==> src/design/lusr_pkg.sv <==
// ----------------------------------------------------------------------------
// lusr_pkg
// Types and constants shared by the longest unique symbol run block.
// ----------------------------------------------------------------------------
`default_nettype none

package lusr_pkg;

    localparam int SYMBOL_COUNT_DEF = 256;
    localparam int SYM_VALUES       = 256;
    localparam int RING_AW          = 8;
    localparam int LEN_W            = 9;

    localparam logic [LEN_W-1:0] RUN_MAX = LEN_W'(256);

    typedef enum logic [2:0] {
        ST_CLEAR,
        ST_IDLE,
        ST_LOOK,
        ST_DROP,
        ST_DRAIN
    } t_state;

endpackage

`default_nettype wire

==> src/design/lusr_pres_mem.sv <==
// ----------------------------------------------------------------------------
// lusr_pres_mem
// Presence map: one bit per symbol, one write and one registered read port.
// ----------------------------------------------------------------------------
`default_nettype none

module lusr_pres_mem #(
    parameter int DEPTH = lusr_pkg::SYMBOL_COUNT_DEF,
    parameter int AW    = $clog2(DEPTH)
) (
    input  wire logic          i_clk,
    input  wire logic          i_we,
    input  wire logic [AW-1:0] i_waddr,
    input  wire logic          i_wdata,
    input  wire logic          i_re,
    input  wire logic [AW-1:0] i_raddr,
    output logic               o_rdata
);

    logic r_mem [DEPTH];

    always_ff @(posedge i_clk) begin
        if (i_we) begin
            r_mem[i_waddr] <= i_wdata;
        end
    end

    always_ff @(posedge i_clk) begin
        if (i_re) begin
            o_rdata <= r_mem[i_raddr];
        end
    end

endmodule

`default_nettype wire

==> src/design/lusr_ring_mem.sv <==
// ----------------------------------------------------------------------------
// lusr_ring_mem
// Window ring: symbols in arrival order, registered read with write bypass.
// ----------------------------------------------------------------------------
`default_nettype none

module lusr_ring_mem #(
    parameter int DW = 8,
    parameter int AW = lusr_pkg::RING_AW
) (
    input  wire logic          i_clk,
    input  wire logic          i_we,
    input  wire logic [AW-1:0] i_waddr,
    input  wire logic [DW-1:0] i_wdata,
    input  wire logic          i_re,
    input  wire logic [AW-1:0] i_raddr,
    output logic      [DW-1:0] o_rdata
);

    logic [DW-1:0] r_mem [2**AW];

    always_ff @(posedge i_clk) begin
        if (i_we) begin
            r_mem[i_waddr] <= i_wdata;
        end
    end

    // same-address read returns the data being written
    always_ff @(posedge i_clk) begin
        if (i_re) begin
            if (i_we && (i_waddr == i_raddr)) begin
                o_rdata <= i_wdata;
            end else begin
                o_rdata <= r_mem[i_raddr];
            end
        end
    end

endmodule

`default_nettype wire

==> src/design/longest_unique_symbol_run.sv <==
// ----------------------------------------------------------------------------
// longest_unique_symbol_run
// Sliding repeat-free window over a byte string, one symbol per item.
//
//   channel  direction  handshake                  payload
//   in       input      i_in_valid / o_in_stall    i_symbol, i_string_end
//   out      output     o_out_valid / i_out_stall  o_window_len, o_best_len,
//                                                  o_final_flag
//
// An item is looked up in the presence map, then the symbols ahead of its
// repeat are dropped; the ring memory read of the oldest slot sets the drop
// rate of one a cycle. The final item of a string adds a drain over the window
// that clears the presence map. After reset a sweep over all SYMBOL_COUNT
// entries clears the presence map; no item is taken meanwhile. A stalled result
// holds in the output register while the next item is taken; it then waits.
// ----------------------------------------------------------------------------
`default_nettype none

module longest_unique_symbol_run #(
    parameter int SYMBOL_COUNT = lusr_pkg::SYMBOL_COUNT_DEF
) (
    input  wire logic                       i_clk,
    input  wire logic                       i_rst_n,
    input  wire logic                       i_in_valid,
    output logic                            o_in_stall,
    input  wire logic [7:0]                 i_symbol,
    input  wire logic                       i_string_end,
    output logic                            o_out_valid,
    input  wire logic                       i_out_stall,
    output logic [lusr_pkg::LEN_W-1:0]      o_window_len,
    output logic [lusr_pkg::LEN_W-1:0]      o_best_len,
    output logic                            o_final_flag
);

    localparam int SW  = (SYMBOL_COUNT > 1) ? $clog2(SYMBOL_COUNT) : 1;
    localparam int RAW = lusr_pkg::RING_AW;
    localparam int LW  = lusr_pkg::LEN_W;

    localparam logic [RAW-1:0] PTR_ONE  = RAW'(1);
    localparam logic [LW-1:0]  LEN_ONE  = LW'(1);
    localparam logic [SW-1:0]  CLR_ONE  = SW'(1);
    localparam logic [SW-1:0]  CLR_LAST = SW'(SYMBOL_COUNT - 1);

    lusr_pkg::t_state r_state, n_state;

    logic [SW-1:0]  r_sym, n_sym;
    logic           r_last, n_last;
    logic [RAW-1:0] r_oldest, n_oldest;
    logic [RAW-1:0] r_next, n_next;
    logic [LW-1:0]  r_run, n_run;
    logic [LW-1:0]  r_best, n_best;
    logic [SW-1:0]  r_clr, n_clr;
    logic           r_out_valid, n_out_valid;
    logic [LW-1:0]  r_out_len, n_out_len;
    logic [LW-1:0]  r_out_best, n_out_best;
    logic           r_out_final, n_out_final;

    logic           pres_we, pres_wd, pres_re, pres_q;
    logic [SW-1:0]  pres_wa, pres_ra;
    logic           ring_we, ring_re;
    logic [RAW-1:0] ring_wa, ring_ra;
    logic [SW-1:0]  ring_wd, ring_q;

    logic [SW-1:0]  fold_lut [lusr_pkg::SYM_VALUES];
    logic           out_free, hit, busy_hit, gone_is_sym, do_drop, do_append;
    logic [LW-1:0]  run_app, best_app;
    logic [RAW-1:0] oldest_app;

    for (genvar g = 0; g < lusr_pkg::SYM_VALUES; g++) begin : g_fold
        assign fold_lut[g] = SW'(g % SYMBOL_COUNT);
    end

    lusr_pres_mem #(
        .DEPTH (SYMBOL_COUNT),
        .AW    (SW)
    ) u_pres (
        .i_clk   (i_clk),
        .i_we    (pres_we),
        .i_waddr (pres_wa),
        .i_wdata (pres_wd),
        .i_re    (pres_re),
        .i_raddr (pres_ra),
        .o_rdata (pres_q)
    );

    lusr_ring_mem #(
        .DW (SW),
        .AW (RAW)
    ) u_ring (
        .i_clk   (i_clk),
        .i_we    (ring_we),
        .i_waddr (ring_wa),
        .i_wdata (ring_wd),
        .i_re    (ring_re),
        .i_raddr (ring_ra),
        .o_rdata (ring_q)
    );

    always_ff @(posedge i_clk) begin
        if (!i_rst_n) begin
            r_state     <= lusr_pkg::ST_CLEAR;
            r_oldest    <= '0;
            r_next      <= '0;
            r_run       <= '0;
            r_best      <= '0;
            r_clr       <= '0;
            r_out_valid <= 1'b0;
        end else begin
            r_state     <= n_state;
            r_oldest    <= n_oldest;
            r_next      <= n_next;
            r_run       <= n_run;
            r_best      <= n_best;
            r_clr       <= n_clr;
            r_out_valid <= n_out_valid;
        end
    end

    always_ff @(posedge i_clk) begin
        r_sym       <= n_sym;
        r_last      <= n_last;
        r_out_len   <= n_out_len;
        r_out_best  <= n_out_best;
        r_out_final <= n_out_final;
    end

    always_comb begin
        out_free    = !r_out_valid || !i_out_stall;
        hit         = (r_state == lusr_pkg::ST_LOOK) ? pres_q : 1'b1;
        busy_hit    = hit && (r_run != '0);
        gone_is_sym = (ring_q == r_sym);
        do_drop     = busy_hit && !gone_is_sym;
        do_append   = (!busy_hit || gone_is_sym) && out_free;

        if (busy_hit) begin
            run_app    = r_run;
            oldest_app = r_oldest + PTR_ONE;
        end else begin
            run_app    = (r_run < lusr_pkg::RUN_MAX) ? r_run + LEN_ONE : r_run;
            oldest_app = r_oldest;
        end
        best_app = (run_app > r_best) ? run_app : r_best;
    end

    always_comb begin
        n_state     = r_state;
        n_sym       = r_sym;
        n_last      = r_last;
        n_oldest    = r_oldest;
        n_next      = r_next;
        n_run       = r_run;
        n_best      = r_best;
        n_clr       = r_clr;
        n_out_valid = r_out_valid && i_out_stall;
        n_out_len   = r_out_len;
        n_out_best  = r_out_best;
        n_out_final = r_out_final;

        pres_we = 1'b0;
        pres_wa = r_sym;
        pres_wd = 1'b0;
        pres_re = 1'b0;
        pres_ra = fold_lut[i_symbol];
        ring_we = 1'b0;
        ring_wa = r_next;
        ring_wd = r_sym;
        ring_re = 1'b0;
        ring_ra = r_oldest;

        case (r_state)
            lusr_pkg::ST_CLEAR: begin
                pres_we = 1'b1;
                pres_wa = r_clr;
                n_clr   = r_clr + CLR_ONE;
                if (r_clr == CLR_LAST) begin
                    n_state = lusr_pkg::ST_IDLE;
                end
            end
            lusr_pkg::ST_IDLE: begin
                if (i_in_valid) begin
                    n_sym   = fold_lut[i_symbol];
                    n_last  = i_string_end;
                    pres_re = 1'b1;
                    ring_re = 1'b1;
                    n_state = lusr_pkg::ST_LOOK;
                end
            end
            lusr_pkg::ST_LOOK, lusr_pkg::ST_DROP: begin
                if (do_drop) begin
                    pres_we  = 1'b1;
                    pres_wa  = ring_q;
                    n_oldest = r_oldest + PTR_ONE;
                    n_run    = r_run - LEN_ONE;
                    ring_re  = 1'b1;
                    ring_ra  = r_oldest + PTR_ONE;
                    n_state  = lusr_pkg::ST_DROP;
                end else if (do_append) begin
                    pres_we     = 1'b1;
                    pres_wd     = 1'b1;
                    ring_we     = 1'b1;
                    n_next      = r_next + PTR_ONE;
                    n_oldest    = oldest_app;
                    n_run       = run_app;
                    n_best      = best_app;
                    n_out_valid = 1'b1;
                    n_out_len   = run_app;
                    n_out_best  = best_app;
                    n_out_final = r_last;
                    if (r_last) begin
                        ring_re = 1'b1;
                        ring_ra = oldest_app;
                        n_state = lusr_pkg::ST_DRAIN;
                    end else begin
                        n_state = lusr_pkg::ST_IDLE;
                    end
                end
            end
            lusr_pkg::ST_DRAIN: begin
                pres_we = 1'b1;
                pres_wa = ring_q;
                if (r_run == LEN_ONE) begin
                    n_oldest = '0;
                    n_next   = '0;
                    n_run    = '0;
                    n_best   = '0;
                    n_state  = lusr_pkg::ST_IDLE;
                end else begin
                    n_oldest = r_oldest + PTR_ONE;
                    n_run    = r_run - LEN_ONE;
                    ring_re  = 1'b1;
                    ring_ra  = r_oldest + PTR_ONE;
                end
            end
            default: begin
                n_state = lusr_pkg::ST_CLEAR;
                n_clr   = '0;
            end
        endcase
    end

    assign o_in_stall   = (r_state != lusr_pkg::ST_IDLE);
    assign o_out_valid  = r_out_valid;
    assign o_window_len = r_out_len;
    assign o_best_len   = r_out_best;
    assign o_final_flag = r_out_final;

endmodule

`default_nettype wire

==> config.mk <==
export PLATFORM = sky130hd
export DESIGN_NAME = longest_unique_symbol_run
export DESIGN_NICKNAME = d
export VERILOG_FILES = /design/src/design/lusr_pkg.sv /design/src/design/lusr_pres_mem.sv /design/src/design/lusr_ring_mem.sv /design/src/design/longest_unique_symbol_run.sv
export SDC_FILE = /design/constraint.sdc
export NUM_CORES = 2
export LEC_CHECK = 0
export BUFFER_PORTS_ARGS = -buffer_cell sky130_fd_sc_hd__buf_2
export CAP_MARGIN = 10
export CORE_AREA = 2 2 526 528
export DETAILED_ROUTE_END_ITERATION = 6
export DIE_AREA = 0 0 528 530
export PLACE_DENSITY_LB_ADDON = 0.2
export SETUP_SLACK_MARGIN = 0.1
export SYNTH_ARGS = -nofsm -noshare
export SYNTH_HDL_FRONTEND = slang
export SYNTH_HIERARCHICAL = 1
export SYNTH_SLANG_ARGS = --single-unit
==> constraint.sdc <==
create_clock -name i_clk -period 23.6 [get_ports i_clk]
set_input_delay 2.36 -clock i_clk [delete_from_list [all_inputs] [get_ports i_clk]]
set_output_delay 2.36 -clock i_clk [all_outputs]
set_load 0.03 [all_outputs]
==> results.json <==
{
  "final_nets": 5398,
  "wirelength_um": 264000,
  "drt_iter0_drc": 5553,
  "worstHoldStart": "r_best[3]",
  "crit_fanout": 109,
  "initial_core_util_pct": 34.8,
  "synth_flop_cell": "edfxtp_1",
  "crit_path_frequent_cell": "buf_4",
  "antenna_found_initial": 9,
  "io_pins": 34,
  "clock-sinks": 2387,
  "num_rows": 193,
  "synth_cell_types": 83,
  "r2r_start": "r_sym[6]",
  "path_delay_family": "buffers and inverters",
  "tns_ns": 0,
  "synth_edf_count": 2341,
  "cts_max_path_buffers": 4,
  "drt-met1-wl_um": 116000,
  "ctsResizeCount": 0,
  "setup-violations-final": 0,
  "synth_mux_area_share_pct": 13.1,
  "synth_top_area_share_pct": 73.6,
  "io_buffers": 33,
  "top_layer": "met5",
  "fin_crit_ns": 8.75,
  "placed_area_um2": 99500,
  "overflow": 0,
  "finalHoldViolCount": 0,
  "dp.cells": 8725,
  "holdPathEnd": "r_best[3]",
  "worst_pin_slew_ns": 1.25,
  "async_flop_share_pct": 0,
  "post_cts_buffers": 0,
  "r2r_setup_slack_ns": 15.09,
  "path_cells": "buf_2 > nand2_1 > nand2_1 > a21oi_1 > o21ai_0 > a221o_4 > buf_12 > buf_4 > buf_4 > buf_4 > mux4_2 > o21ai_0 > nand4_1 > a22oi_1 > a31o_2 > a21oi_1",
  "worst_ep_required_time_ns": 24.21,
  "die_area_um2": 280000,
  "crit_type": "in -> reg",
  "cts-buffers-inserted": 248,
  "syn-num-nets": 5365,
  "min_path_type": "reg -> reg",
  "max_freq_mhz": 114,
  "final_area_um2": 108000,
  "ys_warn_count": 6,
  "p_leak_uw": 0.0321,
  "grt_max_degree": 200,
  "area_growth_pct": 12.5,
  "drc_errors": 0,
  "wl_met2_um": 128000,
  "critPathLaunchType": "input port",
  "powerDensity_nw_per_um2": 83.9,
  "r2r_end": "u_ring/o_rdata[1]",
  "grt_pass1_vias": 50802,
  "ys_seq_area_share_pct": 74.5,
  "place_hpwl_um": 157000,
  "ys_top_cells_by_area": "edfxtp_1 (74%), mux4_2 (9.2%), mux2i_1 (3.9%), nor2_1 (2.3%), dfxtp_1 (0.96%)",
  "drtPass1Iterations": 6,
  "cts_tree": "built",
  "die_h_um": 530,
  "ys_seq_elements": 2387,
  "grt_usage_pct": 18.5,
  "finalClockSkew_ns": 0.0793,
  "grt_pass1_wl_um": 377000,
  "rsz0062_at_grt": "false",
  "period_share_pct": 37.1,
  "root_buffer": "clkbuf_16",
  "core_um2": 275000,
  "cp.depth": 16,
  "vias": 50851,
  "synth.largest_area_cell": "edfxtp_1",
  "max_stage_delay_ns": 0.87,
  "insertion_delay_ns": 0.91,
  "synth-xor-area-share_pct": 0.284,
  "met3_length_um": 14500,
  "maxSlewHeadroom_pct": 16.2,
  "synth_compound_area_share_pct": 4.99,
  "whs_path_depth": 1,
  "synth_top_family_by_area": "multiplexers",
  "layoutNonFillerInstCount": 9184,
  "viasPerCell": 5.54,
  "cp_data_arrival_time_ns": 9.36,
  "cp_slowest_cell": "a221o_4",
  "clk_pin_slew_ns": 0.06,
  "routedWlPerCell_um": 28.7,
  "netlist_instances": 5335,
  "synth-simple-area-share_pct": 4.93,
  "synthesis.area_um2": 95500,
  "synthAdderAreaFrac_pct": 0.223,
  "end_kind": "register",
  "slew_violations": 0,
  "power.total_uw": 9030,
  "cap_viol_max_count": 0,
  "status": "finished, final reports clean",
  "holdBufCountCts": 0,
  "dieWidth_um": 528,
  "drive_above_1_share_pct": 16.2,
  "vdd_ir_drop_max_mv": 0.0670,
  "avgSynthCellArea_um2": 17.9,
  "ant_nets": 0,
  "place_congestion": 0.821,
  "cp_num_buf_inv": 5,
  "reg2reg_depth": 17,
  "htreeDepth": 4
}
==> cell type report <==
cell class	count	area, µm²
Clock buffer	312	6510
Tap cell	3607	4510
Sequential cell	2387	71200
Clock inverter	143	1470
Inverter	44	173
Antenna cell	4	10.0
Timing Repair Buffer	118	946
Multi-Input combinational cell	2569	22700
Fill cell	24931	167000
==> synthesized netlist by cell type, types with 5 or more instances <==
master	n
edfxtp_1	2341
nand2b_1	8
nor2b_1	42
buf_6	18
o31ai_1	14
a21oi_1	120
a2111oi_0	9
a31oi_1	14
and2_1	13
nor3b_1	6
or4_1	11
xor2_1	16
nor4_1	12
mux4_2	392
o221ai_1	42
o21ai_0	98
nand3_1	81
nor2_1	598
nand4_1	38
a221oi_1	60
a222oi_1	8
and3_1	5
nand3b_1	5
nor3_1	53
or2_2	7
buf_1	21
buf_4	47
nand2_1	159
or3_1	14
mux2i_1	368
a211oi_1	46
a22o_1	10
dfxtp_1	46
a22oi_1	106
o21a_1	6
a41oi_1	7
xnor2_1	15
a311oi_1	6
o22ai_1	91
clkbuf_1	189
ha_1	17
o2bb2ai_1	6
a31o_2	9
inv_1	40
buf_2	59
==> worst reg2reg max path, cell delays in order, from the launching register on <==
cell	delay, ns
edfxtp_1	0.34
buf_4	0.63
xnor2_1	0.21
nand4_1	0.21
nor2_1	0.37
a21oi_1	0.18
o21ai_0	0.23
a221o_4	0.87
buf_12	0.71
buf_4	0.95
buf_4	0.81
buf_4	0.67
mux4_2	0.59
o21ai_0	0.41
nand4_1	0.16
a22oi_1	0.61
a31o_2	0.27
a21oi_1	0.07
==> worst max path at each step <==
stage | from | end | slack [ns]
CTS | i_out_stall | u_ring/o_rdata[1] | 14.77
detailed placement | i_out_stall | u_ring/o_rdata[1] | 13.78
global placement | i_out_stall | u_ring/o_rdata[1] | 13.71
global route | i_out_stall | u_ring/o_rdata[1] | 14.41
finish | i_out_stall | u_ring/o_rdata[1] | 14.85
floorplan | r_sym[3] | u_ring/o_rdata[4] | 14.05
==> power breakdown <==
part,internal (µW),switching (µW),leakage [µW]
combinational,61.4,317,0.00619
sequential,4740,16.7,0.0220
clock,2260,1630,0.00390
==> metrics by stage <==
stage	hold WS (ns)	util (%)	setup slack, ns
after global routing	0.475	39.1	14.41
final	0.464	39.1	14.85
after floorplan	0.432	-	14.05
after detailed placement	0.448	36.2	13.78
after global placement	0.448	36.2	13.71
after CTS	0.467	39.1	14.77
==> registers in the layout, summed over array words and instances, names as in the netlist, 9 cells and up <==
signal	cells
o_window_len	9
u_ring/r_mem	2048
r_best	9
o_best_len	9
u_pres/r_mem	256
r_run	9
==> per-layer routing <==
| layer | track usage, % | up-vias |
|---|---|---|
| met5 | 0 | - |
| met4 | 4.15 | 4 |
| met3 | 2.49 | 346 |
| met2 | 30.4 | 1590 |
| met1 | 26.1 | 27255 |
| li1 | - | 21656 |
==> logic make-up (layout without fill, tap and decap cells) <==
family / after synthesis / count (layout)
other cells: 0 / 4
fa+ha+maj: 17 / 17
mux: 764 / 764
compound gates: 689 / 689
xor+xnor: 31 / 31
flops: 2387 / 2387
simple gates: 1068 / 1068
buf+inv: 379 / 617
==> cells in the final DEF, fill, tap and decap left out, types with 14 or more instances in the layout <==
master | synthesis | routed
edfxtp_1 | 2341 | 2341
nor2_1 | 598 | 594
mux4_2 | 392 | 392
mux2i_1 | 368 | 368
clkbuf_16 | 0 | 249
nand2_1 | 159 | 158
a21oi_1 | 120 | 120
a22oi_1 | 106 | 106
o21ai_0 | 98 | 97
o22ai_1 | 91 | 90
nand3_1 | 81 | 77
buf_4 | 47 | 76
a221oi_1 | 60 | 60
clkbuf_1 | 189 | 59
clkinv_1 | 4 | 57
nor3_1 | 53 | 53
a211oi_1 | 46 | 46
clkinv_2 | 0 | 46
dfxtp_1 | 46 | 46
inv_1 | 40 | 40
nor2b_1 | 42 | 40
o221ai_1 | 42 | 40
nand4_1 | 38 | 38
buf_2 | 59 | 31
bufinv_16 | 0 | 29
ha_1 | 17 | 17
xnor2_1 | 15 | 15
xor2_1 | 16 | 14
o31ai_1 | 14 | 14
or3_1 | 14 | 14
a31oi_1 | 14 | 14
Note: power is estimated with default switching activity, not from simulation.
